==> src/rtl/k2s_pkg.sv <==
// ----------------------------------------------------------------------------
// k2s_pkg
// Shared types, constants and lookup functions for the key code to
// scan code set 2 sequence encoder.
// ----------------------------------------------------------------------------
package k2s_pkg;

    localparam int unsigned SINGLE_SIZE = 89;
    localparam int unsigned EXT_SIZE    = 32;

    localparam logic [7:0] CODE_SYSRQ = 8'd99;
    localparam logic [7:0] CODE_PAUSE = 8'd119;
    localparam logic [2:0] EXT_BLOCK  = 3'b011;   // codes 96..127

    localparam logic [7:0] PFX_BREAK = 8'hF0;
    localparam logic [7:0] PFX_EXT   = 8'hE0;
    localparam logic [7:0] PFX_PAUSE = 8'hE1;
    localparam logic [7:0] SC_PRTSC  = 8'h7C;
    localparam logic [7:0] SC_LSHIFT = 8'h12;
    localparam logic [7:0] SC_LCTRL  = 8'h14;
    localparam logic [7:0] SC_NUMLK  = 8'h77;

    typedef enum logic [2:0] {
        K_SINGLE_MAKE,
        K_SINGLE_BREAK,
        K_EXT_MAKE,
        K_EXT_BREAK,
        K_SYSRQ_MAKE,
        K_SYSRQ_BREAK,
        K_PAUSE_MAKE,
        K_ERROR
    } seq_kind_t;

    typedef struct packed {
        seq_kind_t  kind;
        logic [7:0] sc;
    } seq_desc_t;

    typedef struct packed {
        logic [7:0] scan_byte;
        logic       status;
        logic       last;
    } seq_beat_t;

    localparam logic [7:0] SINGLE_ROM [0:SINGLE_SIZE-1] = '{
        8'h00, 8'h76, 8'h16, 8'h1E, 8'h26, 8'h25, 8'h2E, 8'h36, 8'h3D, 8'h3E,
        8'h46, 8'h45, 8'h4E, 8'h55, 8'h66, 8'h0D, 8'h15, 8'h1D, 8'h24, 8'h2D,
        8'h2C, 8'h35, 8'h3C, 8'h43, 8'h44, 8'h4D, 8'h54, 8'h5B, 8'h5A, 8'h14,
        8'h1C, 8'h1B, 8'h23, 8'h2B, 8'h34, 8'h33, 8'h3B, 8'h42, 8'h4B, 8'h4C,
        8'h52, 8'h0E, 8'h12, 8'h5D, 8'h1A, 8'h22, 8'h21, 8'h2A, 8'h32, 8'h31,
        8'h3A, 8'h41, 8'h49, 8'h4A, 8'h59, 8'h7C, 8'h11, 8'h29, 8'h58, 8'h05,
        8'h06, 8'h04, 8'h0C, 8'h03, 8'h0B, 8'h83, 8'h0A, 8'h01, 8'h09, 8'h77,
        8'h7E, 8'h6C, 8'h75, 8'h7D, 8'h7B, 8'h6B, 8'h73, 8'h74, 8'h79, 8'h69,
        8'h72, 8'h7A, 8'h70, 8'h71, 8'h00, 8'h00, 8'h61, 8'h78, 8'h07
    };

    localparam logic [7:0] EXT_ROM [0:EXT_SIZE-1] = '{
        8'h5A, 8'h14, 8'h4A, 8'h00, 8'h11, 8'h00, 8'h6C, 8'h75,
        8'h7D, 8'h6B, 8'h74, 8'h69, 8'h72, 8'h7A, 8'h70, 8'h71,
        8'h00, 8'h00, 8'h00, 8'h00, 8'h00, 8'h00, 8'h00, 8'h00,
        8'h00, 8'h00, 8'h00, 8'h00, 8'h00, 8'h1F, 8'h27, 8'h2F
    };

    // index of the final beat for each kind
    function automatic logic [2:0] last_idx(input seq_kind_t kind);
        logic [2:0] n;
        unique case (kind)
            K_SINGLE_MAKE:  n = 3'd0;
            K_SINGLE_BREAK: n = 3'd1;
            K_EXT_MAKE:     n = 3'd1;
            K_EXT_BREAK:    n = 3'd2;
            K_SYSRQ_MAKE:   n = 3'd3;
            K_SYSRQ_BREAK:  n = 3'd5;
            K_PAUSE_MAKE:   n = 3'd7;
            default:        n = 3'd0;
        endcase
        return n;
    endfunction

    function automatic logic [7:0] seq_byte(input seq_desc_t d, input logic [2:0] idx);
        logic [7:0] b;
        b = 8'h00;
        unique case (d.kind)
            K_SINGLE_MAKE:  b = d.sc;
            K_SINGLE_BREAK: b = (idx == 3'd0) ? PFX_BREAK : d.sc;
            K_EXT_MAKE:     b = (idx == 3'd0) ? PFX_EXT : d.sc;
            K_EXT_BREAK: begin
                unique case (idx)
                    3'd0:    b = PFX_EXT;
                    3'd1:    b = PFX_BREAK;
                    default: b = d.sc;
                endcase
            end
            K_SYSRQ_MAKE: begin
                unique case (idx)
                    3'd0, 3'd2: b = PFX_EXT;
                    3'd1:       b = SC_LSHIFT;
                    default:    b = SC_PRTSC;
                endcase
            end
            K_SYSRQ_BREAK: begin
                unique case (idx)
                    3'd0, 3'd3: b = PFX_EXT;
                    3'd1, 3'd4: b = PFX_BREAK;
                    3'd2:       b = SC_PRTSC;
                    default:    b = SC_LSHIFT;
                endcase
            end
            K_PAUSE_MAKE: begin
                unique case (idx)
                    3'd0, 3'd3: b = PFX_PAUSE;
                    3'd1, 3'd5: b = SC_LCTRL;
                    3'd2, 3'd7: b = SC_NUMLK;
                    default:    b = PFX_BREAK;
                endcase
            end
            default: b = 8'h00;
        endcase
        return b;
    endfunction

endpackage

==> src/rtl/keycode_to_scan_set2_sequence_top.sv <==
// ----------------------------------------------------------------------------
// keycode_to_scan_set2_sequence_top
// Turns key events into PS/2 scan code set 2 byte sequences.
//
//  channel | ports                          | role
//  --------+--------------------------------+------------------------------
//  input   | s_valid s_ready s_key_code     | one key event per beat
//          | s_key_value                    |
//  output  | m_valid m_ready m_scan_byte    | one scan byte per beat,
//          | m_status m_last                | m_last on the final byte
//
// An event is classified and queued in the cycle it is accepted. The
// sequencer emits one byte per cycle while m_ready is high, so an event of
// n bytes (1 to 8) gives n beats, the first loaded once the event heads the
// queue and the output register is free. Events are taken every cycle while
// the queue has room. Reset clears only pointers, count, index and m_valid.
// ----------------------------------------------------------------------------
module keycode_to_scan_set2_sequence_top #(
    parameter int unsigned QUEUE_DEPTH = 4
) (
    input  logic       aclk,
    input  logic       aresetn,
    input  logic       s_valid,
    output logic       s_ready,
    input  logic [7:0] s_key_code,
    input  logic [1:0] s_key_value,
    output logic       m_valid,
    input  logic       m_ready,
    output logic [7:0] m_scan_byte,
    output logic       m_status,
    output logic       m_last
);

    k2s_pkg::seq_desc_t desc;
    k2s_pkg::seq_desc_t head;
    k2s_pkg::seq_beat_t beat;
    logic               full;
    logic               empty;
    logic               pop;

    k2s_front u_front (
        .key_code  (s_key_code),
        .key_value (s_key_value),
        .desc      (desc)
    );

    k2s_fifo #(
        .DEPTH (QUEUE_DEPTH)
    ) u_fifo (
        .aclk      (aclk),
        .aresetn   (aresetn),
        .push      (s_valid),
        .push_data (desc),
        .full      (full),
        .pop       (pop),
        .head      (head),
        .empty     (empty)
    );

    k2s_back u_back (
        .aclk    (aclk),
        .aresetn (aresetn),
        .head    (head),
        .empty   (empty),
        .pop     (pop),
        .m_valid (m_valid),
        .m_ready (m_ready),
        .beat    (beat)
    );

    assign s_ready     = !full;
    assign m_scan_byte = beat.scan_byte;
    assign m_status    = beat.status;
    assign m_last      = beat.last;

endmodule

==> src/rtl/k2s_front.sv <==
// ----------------------------------------------------------------------------
// k2s_front
// Classifies a key event into a sequence kind plus the looked-up scan code.
// ----------------------------------------------------------------------------
module k2s_front (
    input  logic [7:0]          key_code,
    input  logic [1:0]          key_value,
    output k2s_pkg::seq_desc_t  desc
);

    logic       press;
    logic [7:0] single_sc;
    logic [7:0] ext_sc;

    assign press = |key_value;

    always_comb begin
        if (key_code < 8'(k2s_pkg::SINGLE_SIZE)) begin
            single_sc = k2s_pkg::SINGLE_ROM[key_code[6:0]];
        end else begin
            single_sc = 8'h00;
        end
        ext_sc = k2s_pkg::EXT_ROM[key_code[4:0]];
    end

    always_comb begin
        desc.kind = k2s_pkg::K_ERROR;
        desc.sc   = 8'h00;
        priority if (key_code < 8'(k2s_pkg::SINGLE_SIZE)) begin
            desc.sc = single_sc;
            if (single_sc != 8'h00) begin
                desc.kind = press ? k2s_pkg::K_SINGLE_MAKE : k2s_pkg::K_SINGLE_BREAK;
            end
        end else if (key_code == k2s_pkg::CODE_SYSRQ) begin
            desc.kind = press ? k2s_pkg::K_SYSRQ_MAKE : k2s_pkg::K_SYSRQ_BREAK;
        end else if (key_code == k2s_pkg::CODE_PAUSE && press) begin
            desc.kind = k2s_pkg::K_PAUSE_MAKE;
        end else if (key_code[7:5] == k2s_pkg::EXT_BLOCK) begin
            desc.sc = ext_sc;
            if (ext_sc != 8'h00) begin
                desc.kind = press ? k2s_pkg::K_EXT_MAKE : k2s_pkg::K_EXT_BREAK;
            end
        end else begin
            desc.kind = k2s_pkg::K_ERROR;
        end
    end

endmodule

==> src/rtl/k2s_fifo.sv <==
// ----------------------------------------------------------------------------
// k2s_fifo
// Short descriptor queue between the classifier and the sequencer.
// ----------------------------------------------------------------------------
module k2s_fifo #(
    parameter int unsigned DEPTH = 4
) (
    input  logic                aclk,
    input  logic                aresetn,
    input  logic                push,
    input  k2s_pkg::seq_desc_t  push_data,
    output logic                full,
    input  logic                pop,
    output k2s_pkg::seq_desc_t  head,
    output logic                empty
);

    localparam int unsigned PTR_W = (DEPTH > 1) ? $clog2(DEPTH) : 1;
    localparam int unsigned CNT_W = $clog2(DEPTH + 1);

    k2s_pkg::seq_desc_t mem [0:DEPTH-1];
    logic [PTR_W-1:0]   wr_ptr_reg, wr_ptr_next;
    logic [PTR_W-1:0]   rd_ptr_reg, rd_ptr_next;
    logic [CNT_W-1:0]   count_reg, count_next;
    logic               do_push, do_pop;

    assign full    = (count_reg == CNT_W'(DEPTH));
    assign empty   = (count_reg == '0);
    assign do_push = push && !full;
    assign do_pop  = pop && !empty;
    assign head    = mem[rd_ptr_reg];

    always_comb begin
        wr_ptr_next = wr_ptr_reg;
        rd_ptr_next = rd_ptr_reg;
        count_next  = count_reg;
        if (do_push) begin
            wr_ptr_next = (wr_ptr_reg == PTR_W'(DEPTH - 1)) ? '0 : wr_ptr_reg + 1'b1;
        end
        if (do_pop) begin
            rd_ptr_next = (rd_ptr_reg == PTR_W'(DEPTH - 1)) ? '0 : rd_ptr_reg + 1'b1;
        end
        unique case ({do_push, do_pop})
            2'b10:   count_next = count_reg + 1'b1;
            2'b01:   count_next = count_reg - 1'b1;
            default: count_next = count_reg;
        endcase
    end

    always_ff @(posedge aclk) begin
        if (!aresetn) begin
            wr_ptr_reg <= '0;
            rd_ptr_reg <= '0;
            count_reg  <= '0;
        end else begin
            wr_ptr_reg <= wr_ptr_next;
            rd_ptr_reg <= rd_ptr_next;
            count_reg  <= count_next;
        end
    end

    always_ff @(posedge aclk) begin
        if (do_push) begin
            mem[wr_ptr_reg] <= push_data;
        end
    end

endmodule

==> src/rtl/k2s_back.sv <==
// ----------------------------------------------------------------------------
// k2s_back
// Sequencer: walks the head descriptor one byte per beat into the output
// register and releases it as its final byte is loaded.
// ----------------------------------------------------------------------------
module k2s_back (
    input  logic                aclk,
    input  logic                aresetn,
    input  k2s_pkg::seq_desc_t  head,
    input  logic                empty,
    output logic                pop,
    output logic                m_valid,
    input  logic                m_ready,
    output k2s_pkg::seq_beat_t  beat
);

    logic               m_valid_reg, m_valid_next;
    logic [2:0]         idx_reg, idx_next;
    k2s_pkg::seq_beat_t beat_reg, beat_next;
    logic               load;
    logic               at_last;

    // output register free, or being drained this cycle
    assign load    = (!m_valid_reg || m_ready) && !empty;
    assign at_last = (idx_reg == k2s_pkg::last_idx(head.kind));
    assign pop     = load && at_last;

    always_comb begin
        m_valid_next = m_valid_reg;
        idx_next     = idx_reg;
        beat_next    = beat_reg;
        if (m_valid_reg && m_ready) begin
            m_valid_next = 1'b0;
        end
        if (load) begin
            m_valid_next        = 1'b1;
            beat_next.scan_byte = k2s_pkg::seq_byte(head, idx_reg);
            beat_next.status    = (head.kind == k2s_pkg::K_ERROR);
            beat_next.last      = at_last;
            idx_next            = at_last ? 3'd0 : idx_reg + 3'd1;
        end
    end

    always_ff @(posedge aclk) begin
        if (!aresetn) begin
            m_valid_reg <= 1'b0;
            idx_reg     <= 3'd0;
        end else begin
            m_valid_reg <= m_valid_next;
            idx_reg     <= idx_next;
        end
    end

    always_ff @(posedge aclk) begin
        beat_reg <= beat_next;
    end

    assign m_valid = m_valid_reg;
    assign beat    = beat_reg;

endmodule
==> config.mk <==
export PLATFORM = sky130hd
export DESIGN_NAME = keycode_to_scan_set2_sequence_top
export DESIGN_NICKNAME = d
export VERILOG_FILES = /design/src/rtl/k2s_pkg.sv /design/src/rtl/keycode_to_scan_set2_sequence_top.sv /design/src/rtl/k2s_front.sv /design/src/rtl/k2s_fifo.sv /design/src/rtl/k2s_back.sv
export SDC_FILE = /design/constraint.sdc
export NUM_CORES = 1
export LEC_CHECK = 0
export BUFFER_PORTS_ARGS = -buffer_cell sky130_fd_sc_hd__clkbuf_2
export CAP_MARGIN = 30
export CORE_ASPECT_RATIO = 1.5
export CORE_MARGIN = 3
export CORE_UTILIZATION = 51
export DETAILED_ROUTE_END_ITERATION = 10
export GPL_TIMING_DRIVEN = 0
export PLACE_DENSITY = 0.68
export SKIP_LAST_GASP = 1
export SLEW_MARGIN = 0
export SYNTH_ARGS = -nofsm -noshare
export SYNTH_HDL_FRONTEND = slang
export SYNTH_HIERARCHICAL = 1
export SYNTH_SLANG_ARGS = --single-unit
==> constraint.sdc <==
create_clock -name aclk -period 4.45 [get_ports aclk]
set_input_delay 0.89 -clock aclk [delete_from_list [all_inputs] [get_ports aclk]]
set_output_delay 0.89 -clock aclk [all_outputs]
set_load 0.03 [all_outputs]
==> flow_summary.json, run 1 <==
{
  "yosysTopAreaCell": "edfxtp_1",
  "cts_setup_buffers": 0,
  "clock_latency_ps": 330,
  "synth_fp_nets": 536,
  "synth_edf_count": 54,
  "critPathMaxStageDelay_ps": 560,
  "cts.path.max_buffers": 2,
  "core_um2": 9250,
  "ant_nets": 0,
  "slew_headroom": 0.408,
  "synthesis.area_um2": 4860,
  "cp.depth": 11,
  "postSynthCellCount": 498,
  "clk_pin_slew_worst_paths_ps": 50,
  "crit_chain": "clkbuf_2, clkbuf_1, inv_1, ha_1, nor2b_1, o311ai_0, a2111oi_0, or3b_2, nand4bb_1, or4_4, nand2_1",
  "crit_fanout": 10,
  "worst_ep_arrival_time_ps": 4270,
  "netlist_top_cells_count": "edfxtp_1 (54), nand2_1 (46), nor2_1 (43), o21ai_0 (27), inv_1 (24)",
  "diodes": 0,
  "firstDrtPassIters": 5,
  "synth_top_area_share": 0.333,
  "syn2layout_area_growth_pct": 11.2,
  "final.setup.tns_ps": 0,
  "synth_warnings": 6,
  "cpLargestDelayFamily": "simple AND/OR/NAND/NOR gates",
  "maxCapViolCount": 0,
  "drt_iter0_markers": 239,
  "maxSlewViolCount": 0,
  "powerDensity_nw_per_um2": 419,
  "period_needed_ps": 4100,
  "syn_avg_cell_area_um2": 9.77,
  "placedInstanceArea_um2": 5110,
  "place_congestion": 1.01,
  "routed_wl_um": 14600,
  "dp_hpwl_um": 11200,
  "vias": 4213,
  "multi_input_area_um2": 2670,
  "fin_crit_sh": 0.921,
  "dieArea_um2": 10800,
  "critPathSlowestCell": "or4_4",
  "cts-root-buf": "clkbuf_16",
  "final_util": 0.585,
  "largest_reg_flops": 44,
  "vias_per_cell": 6.50,
  "initial_core_util": 0.526,
  "critPathBufInv": 3,
  "hold_path_class": "flop to flop",
  "rows": 43,
  "cts.sinks": 67,
  "grt_pass1_wl_um": 22900,
  "fmax_mhz": 244,
  "die_w_um": 85.7,
  "drive_gt1_frac": 0.155,
  "r2r.worst_path.cells": 15,
  "grt_pass1_vias": 4302,
  "htreeDepth": 3,
  "n_fill_cell": 809,
  "synth_ff_type": "edfxtp_1",
  "cts_tree": "built",
  "drt-wirelength-per-cell_um": 22.6,
  "finalHoldViolations": 0,
  "p_leak_uw": 0.00206,
  "synth_seq_cells": 67,
  "clock_skew_ps": 6.36,
  "synth.distinct_cells": 75,
  "cts_hold_buf": 0,
  "critPathKind": "input pin to flop",
  "r2r_setup_slack_ps": 590,
  "grt.total_usage": 0.281,
  "port_buffers": 22,
  "fin_nets": 569,
  "yosysMostFrequentCell": "edfxtp_1",
  "rsz0062_at_grt": "no",
  "drc": 0,
  "min_from": "u_back/m_valid",
  "grt.overflow.total": 0,
  "worst_setup_path_start_kind": "input pin",
  "ff_latch_area_um2": 1880,
  "holdPathEnd": "u_back/m_valid",
  "async_flop_share": 0,
  "timing.rr.end": "u_fifo/count_reg[2]",
  "endpoint_kind": "flop",
  "cts-resized-gates": 0,
  "finalSetupViolCount": 0,
  "die_h_um": 126,
  "yosysSeqAreaShare": 0.387,
  "holdPathStages": 2,
  "ir_drop_mv": 0.499,
  "fin_area_um2": 5410,
  "worst_pin_slew_ps": 888,
  "grt_start_max_net_pins": 16,
  "ios": 26,
  "cts_buffers": 9,
  "antenna_found_initial": 0,
  "yosys-top-cells-area": "edfxtp_1 (33%), ha_1 (5.9%), dfxtp_1 (5.3%)",
  "cp.required_ps": 4620,
  "status": "finished, final reports clean"
}
-- layout make-up --
class	count	area share
Multi-Input combinational cell	368	0.493
Clock buffer	9	0.0416
Sequential cell	67	0.348
Buffer	39	0.0416
Tap cell	112	0.0259
Timing Repair Buffer	22	0.0204
Clock inverter	7	0.0127
Inverter	24	0.0167
-- layout by cell type (no fill, tap or decap), types with 7 or more instances in the layout --
master	synthesis	final
nand3_1	10	10
edfxtp_1	54	54
clkbuf_1	16	16
o21ai_0	27	27
mux2i_1	7	7
buf_2	12	12
a211oi_1	8	8
inv_1	24	24
clkbuf_2	0	22
and2_1	9	9
a31oi_1	7	7
mux4_2	7	7
dfxtp_1	13	13
nor2b_1	15	15
nor2_1	43	43
ha_1	23	23
nand2_1	46	46
nand2b_1	15	15
a21oi_1	23	23
clkbuf_16	0	9
-- worst max-delay path by stage --
| stage | start | end | slack, ps |
|---|---|---|---|
| detailed placement | s_key_code[1] | u_fifo/mem[3][10] | 120 |
| finish | s_key_code[1] | u_fifo/mem[1][10] | 350 |
| CTS | s_key_code[1] | u_fifo/mem[1][10] | 460 |
| global placement | s_key_code[1] | u_fifo/mem[2][10] | 50 |
| floorplan | flop | u_fifo/count_reg[2] | 960 |
| global route | s_key_code[1] | u_fifo/mem[1][10] | 240 |
-- metal layers --
layer  global-route usage  up-vias  share of wire
met5                    0        -              0
met4                0.192        0          0.068
met3               0.0432       67          0.047
met2                0.523      197           0.55
met1                0.277     2004           0.34
li1                     -     1945              -
-- cell families (layout without fill, tap and decap cells) --
group	after synthesis	in the layout	synth area share
AO/OA/AOI/OAI	137	137	0.196
XOR/XNOR	6	6	0.0108
adder cells (fa/ha/maj)	24	24	0.0633
buffers and inverters	63	101	0.0648
flip-flops	67	67	0.387
multiplexers	24	24	0.0900
AND/OR/NAND/NOR	177	177	0.188
-- tightest hold or removal path, cell delays in order, from the launching register on --
cell and delay [ps]:
dfxtp_1 310, nand2b_1 70, a21boi_0 70
-- report_power, final --
group | internal [uW] | switching (uW) | total (uW)
clock network | 430 | 253 | 683
logic | 262 | 501 | 764
registers | 780 | 38.1 | 818
total | 1470 | 792 | 2270
-- stage by stage --
step / setup WS, ps / cells / hold slack, ps / total power (uW)
after CTS: 459 / 648 / 509 / 2270
final: 352 / 648 / 507 / 2270
after global placement: 51.3 / 632 / 482 / 1570
after floorplan: 960 / 498 / 468 / 1370
after detailed placement: 118 / 632 / 501 / 1580
after global routing: 236 / 648 / 552 / 2380
(Power assumes the default switching activity.)
==> run 2: changes to the inputs <==
--- a/config.mk
+++ b/config.mk
@@ -6,4 +6,5 @@
 export NUM_CORES = 1
 export LEC_CHECK = 0
+export ABC_CLOCK_PERIOD_IN_PS = 4450
 export BUFFER_PORTS_ARGS = -buffer_cell sky130_fd_sc_hd__clkbuf_2
 export CAP_MARGIN = 30
@@ -11,4 +12,5 @@
 export CORE_MARGIN = 3
 export CORE_UTILIZATION = 51
+export CTS_BUF_LIST = sky130_fd_sc_hd__clkbuf_4 sky130_fd_sc_hd__clkbuf_8
 export DETAILED_ROUTE_END_ITERATION = 10
 export GPL_TIMING_DRIVEN = 0
==> constraint.sdc (replaced) <==
create_clock -name aclk -period 4.45 [get_ports aclk]
set_input_delay 0.89 -clock aclk [delete_from_list [all_inputs] [get_ports aclk]]
set_output_delay 0.89 -clock aclk [all_outputs]
set_load 0.02 [all_outputs]
==> run 2 against run 1 <==
Against the previous run: non-clock buffer count unchanged; total power down 10%; sequential share of layout area up 0.66 points; routed wire length down 0.51%; critical path type unchanged; largest power group unchanged.
==> flow_summary.json, run 2 (same netlist as run 1, synthesis figures left out) <==
{
  "p_switching_uw": 741,
  "dieArea_um2": 10800,
  "vias_per_cell": 6.55,
  "diodes": 0,
  "grt_pass1_vias": 4317,
  "crit_fanout": 10,
  "port_buffers": 22,
  "final.setup.tns_ps": 0,
  "pwr-share-comb": 0.362,
  "fin_nets": 569,
  "critPathMaxStageDelay_ps": 560,
  "grt.overflow.total": 0,
  "period_needed_ps": 4160,
  "cts_buffers": 9,
  "cts.path.max_buffers": 2,
  "cts_setup_buffers": 0,
  "p_int_uw": 1300,
  "rsz0062_at_grt": "no",
  "crit_chain": "clkbuf_2, clkbuf_1, inv_1, ha_1, nor2b_1, o311ai_0, a2111oi_0, or3b_2, nand4bb_1, or4_4, nand2_1",
  "initial_core_util": 0.526,
  "status": "finished, final reports clean",
  "final_cell_mix": "edfxtp_1 (54), nand2_1 (46), nor2_1 (43)",
  "cts_tree": "built",
  "critPathBufInv": 3,
  "maxSlewViolCount": 0,
  "syn2layout_area_growth_pct": 9.10,
  "endpoint_kind": "flop",
  "vias": 4246,
  "worst_pin_slew_ps": 860,
  "grt.total_usage": 0.277,
  "clkPwrFrac": 0.237,
  "powerDensity_nw_per_um2": 384,
  "rows": 43,
  "drc": 0,
  "cts-resized-gates": 0,
  "drt-wirelength-per-cell_um": 22.4,
  "critPathSlowestCell": "or4_4",
  "finalSetupViolCount": 0,
  "cpLargestDelayFamily": "simple AND/OR/NAND/NOR gates",
  "ant_nets": 0,
  "grt_pass1_wl_um": 22700,
  "cts_hold_buf": 0,
  "ios": 26,
  "largest_reg_flops": 44,
  "drt_iter0_markers": 307,
  "ir_drop_mv": 0.285,
  "final_common_cell": "edfxtp_1",
  "cts-root-buf": "clkbuf_8",
  "cts.sinks": 67,
  "place_ws_ps": 118,
  "place_congestion": 1.01,
  "r2r_setup_slack_ps": 600,
  "clk_pin_slew_worst_paths_ps": 70,
  "dp_hpwl_um": 11200,
  "fmax_mhz": 241,
  "hold_path_class": "flop to flop",
  "slew_headroom": 0.427,
  "die_h_um": 126,
  "swShare": 0.364,
  "clock_skew_ps": 10.2,
  "htreeDepth": 3,
  "firstDrtPassIters": 5,
  "drive_gt1_frac": 0.155,
  "worst_setup_path_start_kind": "input pin",
  "fin_crit_sh": 0.934,
  "routed_wl_um": 14500,
  "final_util": 0.574,
  "clock_latency_ps": 350,
  "p_total_uw": 2040,
  "maxCapViolCount": 0,
  "worst_ep_arrival_time_ps": 4340,
  "setup_ws_ps": 293,
  "critPathKind": "input pin to flop",
  "antenna_found_initial": 0,
  "seqPwrFrac": 0.401,
  "cp.required_ps": 4630,
  "die_w_um": 85.7,
  "core_um2": 9250,
  "grt_start_max_net_pins": 16,
  "p_leak_uw": 0.00201,
  "finalHoldViolations": 0
}
[run 2: per-stage QoR]
stage          area [um^2]  hold WS (ps)  cells
2_1_floorplan         4860           468    498
3_3_place_gp          5110           482    632
3_5_place_dp          5110           501    632
4_1_cts               5310           511    648
5_1_grt               5310           556    648
6_report              5310           508    648
[run 2: final cells by class]
type                       count  area (um^2)
fill                         825         3950
multi-input combinational    368         2670
clock buffer                   9          124
tap                          112          140
sequential                    67         1880
clock inverter                 7         68.8
inverter                      24         90.1
timing repair buffer          22          110
buffer                        39          225
[run 2: worst paths after layout]
check                             end           start  cells after the start
hold / removal         u_back/m_valid  u_back/m_valid                      2
setup reg to reg  u_fifo/count_reg[2]            flop                     15
hold reg to reg        u_back/m_valid  u_back/m_valid                      2
setup / recovery    u_fifo/mem[1][10]   s_key_code[1]                     11
[run 2: power groups by stage]
stage / Clock, uW / Sequential [uW] / Combinational [uW]
final: 483 / 817 / 738
after global routing: 521 / 824 / 806
after CTS: 493 / 818 / 726
after detailed placement: 0 / 832 / 724
after global placement: 0 / 828 / 715
after floorplan: 0 / 865 / 477
[run 2: worst register-to-register path, delay by kind of cell (launching register included)]
family	cells	cell delay [ps]
XOR/XNOR	1	160
AND/OR/NAND/NOR	2	640
buffers and inverters	4	530
multiplexers	1	500
adder cells (fa/ha/maj)	2	550
AO/OA/AOI/OAI	5	1030
flip-flops	1	360
[run 2: layer usage]
layer / track usage / routed length (um)
met3: 0.0373 / 700
met4: 0.211 / 1240
met5: 0 / 0
met1: 0.270 / 4810
met2: 0.510 / 7790
==> run 3: changes to the inputs <==
Settings changed: CORE_MARGIN 3 to unset, PLACE_DENSITY 0.68 to 0.69, SYNTH_HIERARCHICAL 1 to unset.
==> run 3 against run 2 <==
Against the previous run: global-route usage grew 3.5 points; total power grew 16%; first-iteration DRC count shrank 34%; combinational power grew 34%; worst setup slack gained 90 ps.
==> flow_summary.json, run 3 <==
{
  "cp.required_ps": 4580,
  "holdPathStages": 2,
  "synth_fp_nets": 499,
  "grt_start_max_net_pins": 15,
  "cts_tree": "built",
  "grt.total_usage": 0.311,
  "worst_ep_arrival_time_ps": 4200,
  "dieArea_um2": 9360,
  "core_um2": 8780,
  "yosysSeqAreaShare": 0.411,
  "cts-root-buf": "clkbuf_8",
  "place_ws_ps": -116,
  "n_fill_cell": 786,
  "synthesis.area_um2": 4570,
  "worst_setup_path_start_kind": "input pin",
  "critPathKind": "input pin to flop",
  "syn2layout_area_growth_pct": 9.60,
  "clkPwrFrac": 0.206,
  "cts.path.max_buffers": 2,
  "port_buffers": 23,
  "place_congestion": 1.04,
  "endpoint_kind": "flop",
  "routed_wl_um": 13600,
  "setup_ws_ps": 383,
  "finalHoldViolations": 0,
  "clock_skew_ps": 12.9,
  "worst_pin_slew_ps": 643,
  "cts.sinks": 67,
  "critPathSlowestCell": "or4b_4",
  "grt_pass1_vias": 3923,
  "p_leak_uw": 0.00186,
  "drive_gt1_frac": 0.144,
  "cts_hold_buf": 0,
  "drt_iter0_markers": 202,
  "synth_edf_count": 54,
  "netlist_top_cells_count": "edfxtp_1 (54), o21ai_0 (37), nand2_1 (28), nor2_1 (27), inv_1 (25)",
  "seqPwrFrac": 0.376,
  "dp_hpwl_um": 10200,
  "syn_avg_cell_area_um2": 9.88,
  "diodes": 0,
  "fmax_mhz": 246,
  "finalSetupViolCount": 0,
  "fin_area_um2": 5010,
  "status": "finished, final reports clean",
  "p_int_uw": 1460,
  "synth_ff_type": "edfxtp_1",
  "largest_reg_flops": 44,
  "postSynthCellCount": 463,
  "vias": 3962,
  "final_common_cell": "edfxtp_1",
  "grt.overflow.total": 0,
  "ios": 26,
  "clk_pin_slew_worst_paths_ps": 70,
  "multi_input_area_um2": 2440,
  "critPathMaxStageDelay_ps": 550,
  "ant_nets": 0,
  "rows": 42,
  "crit_fanout": 14,
  "swShare": 0.383,
  "die_h_um": 118,
  "ff_latch_area_um2": 1880,
  "clock_latency_ps": 340,
  "final_cell_mix": "edfxtp_1 (54), o21ai_0 (37), nand2_1 (28)",
  "maxCapViolCount": 0,
  "fin_crit_sh": 0.914,
  "hold_path_class": "flop to flop",
  "period_needed_ps": 4070,
  "holdPathEnd": "u_back.m_valid",
  "grt_pass1_wl_um": 21200,
  "synth_seq_cells": 67,
  "yosysTopAreaCell": "edfxtp_1",
  "yosys-top-cells-area": "edfxtp_1 (35%), mux4_2 (5.9%), ha_1 (5.7%)",
  "maxSlewViolCount": 0,
  "placedInstanceArea_um2": 4830,
  "initial_core_util": 0.521,
  "synth_warnings": 0,
  "synth.distinct_cells": 65,
  "powerDensity_nw_per_um2": 472,
  "rsz0062_at_grt": "no",
  "antenna_found_initial": 0,
  "yosysMostFrequentCell": "edfxtp_1",
  "drc": 0,
  "r2r_setup_slack_ps": 980,
  "slew_headroom": 0.567,
  "htreeDepth": 3,
  "timing.rr.end": "u_fifo.count_reg[2]",
  "firstDrtPassIters": 5,
  "p_switching_uw": 905,
  "p_total_uw": 2370,
  "cts_buffers": 9,
  "synth_top_area_share": 0.354,
  "pwr-share-comb": 0.418,
  "async_flop_share": 0,
  "final.setup.tns_ps": 0,
  "min_from": "u_back.m_valid",
  "fin_nets": 532,
  "ir_drop_mv": 0.346,
  "crit_chain": "clkbuf_2, inv_1, ha_1, and2b_1, a221oi_1, or3_1, o211ai_1, nand3_1, or4b_4, nor3b_2",
  "die_w_um": 79.3,
  "drt-wirelength-per-cell_um": 22.2,
  "vias_per_cell": 6.48,
  "r2r.worst_path.cells": 13
}
## run 3: worst max-delay path by stage
| stage | startpoint | to | slack [ps] | cells after the start |
|---|---|---|---|---|
| 2_1_floorplan | s_key_code[1] | u_fifo.mem[0][9] | 980 | 10 |
| 3_3_place_gp | s_key_code[1] | u_fifo.mem[0][10] | -80 | 11 |
| 3_5_place_dp | s_key_code[1] | u_fifo.mem[0][10] | -120 | 11 |
| 4_1_cts | s_key_code[1] | u_fifo.mem[2][10] | 230 | 11 |
| 5_1_grt | s_key_code[0] | u_fifo.mem[1][10] | 260 | 10 |
| 6_report | s_key_code[0] | u_fifo.mem[1][10] | 380 | 10 |
## run 3: critical path: cells and delay by family
| kind | cells | cell delay [ps] |
|---|---|---|
| AOI/OAI and AO/OA | 2 | 410 |
| buffers and inverters | 2 | 600 |
| and+or+nand+nor | 5 | 1790 |
| adders and majority gates | 1 | 490 |
## run 3: repair_timing
item	4_1_cts	5_1_grt
resized for setup	0	0
setup buffers	0	0
setup endpoints to repair	0	3
## run 3: cell type report
type / count / area share
repair buffers: 23 / 0.0230
plain buffers: 33 / 0.0297
flip-flops and latches: 67 / 0.375
well taps: 110 / 0.0275
multi-input cells: 336 / 0.487
clock buffers: 9 / 0.0247
inverters: 26 / 0.0195
clock inverters: 7 / 0.0132
## run 3: power groups by stage
| stage | Combinational [uW] | Clock (uW) | Sequential, uW |
|---|---|---|---|
| floorplan | 648 | 0 | 960 |
| global placement | 954 | 0 | 898 |
| detailed placement | 972 | 0 | 906 |
| CTS | 976 | 497 | 892 |
| global route | 1090 | 526 | 903 |
| finish | 989 | 487 | 890 |
## run 3: cells by family (layout without fill, tap and decap cells)
kind of cell,Yosys count,after routing,synth area share
AND/OR/NAND/NOR,147,147,0.175
adder cells (fa/ha/maj),23,23,0.0640
flip-flops,67,67,0.411
AO/OA/AOI/OAI,143,143,0.212
buffers and inverters,60,98,0.0547
multiplexers,19,19,0.0755
XOR/XNOR,4,4,0.00766
## run 3: per-stage QoR
stage | util | hold WS (ps) | cells
CTS | 0.572 | 491 | 612
detailed placement | 0.550 | 481 | 596
global placement | 0.550 | 465 | 596
global route | 0.571 | 532 | 611
finish | 0.571 | 485 | 611
floorplan | - | 470 | 463
## run 3: routing by layer
metal | routed length [um] | vias to the layer above | track usage
li1 | - | 1824 | -
met1 | 4740 | 1887 | 0.309
met2 | 7360 | 188 | 0.561
met3 | 599 | 63 | 0.0488
met4 | 879 | 0 | 0.234
met5 | 0 | - | 0
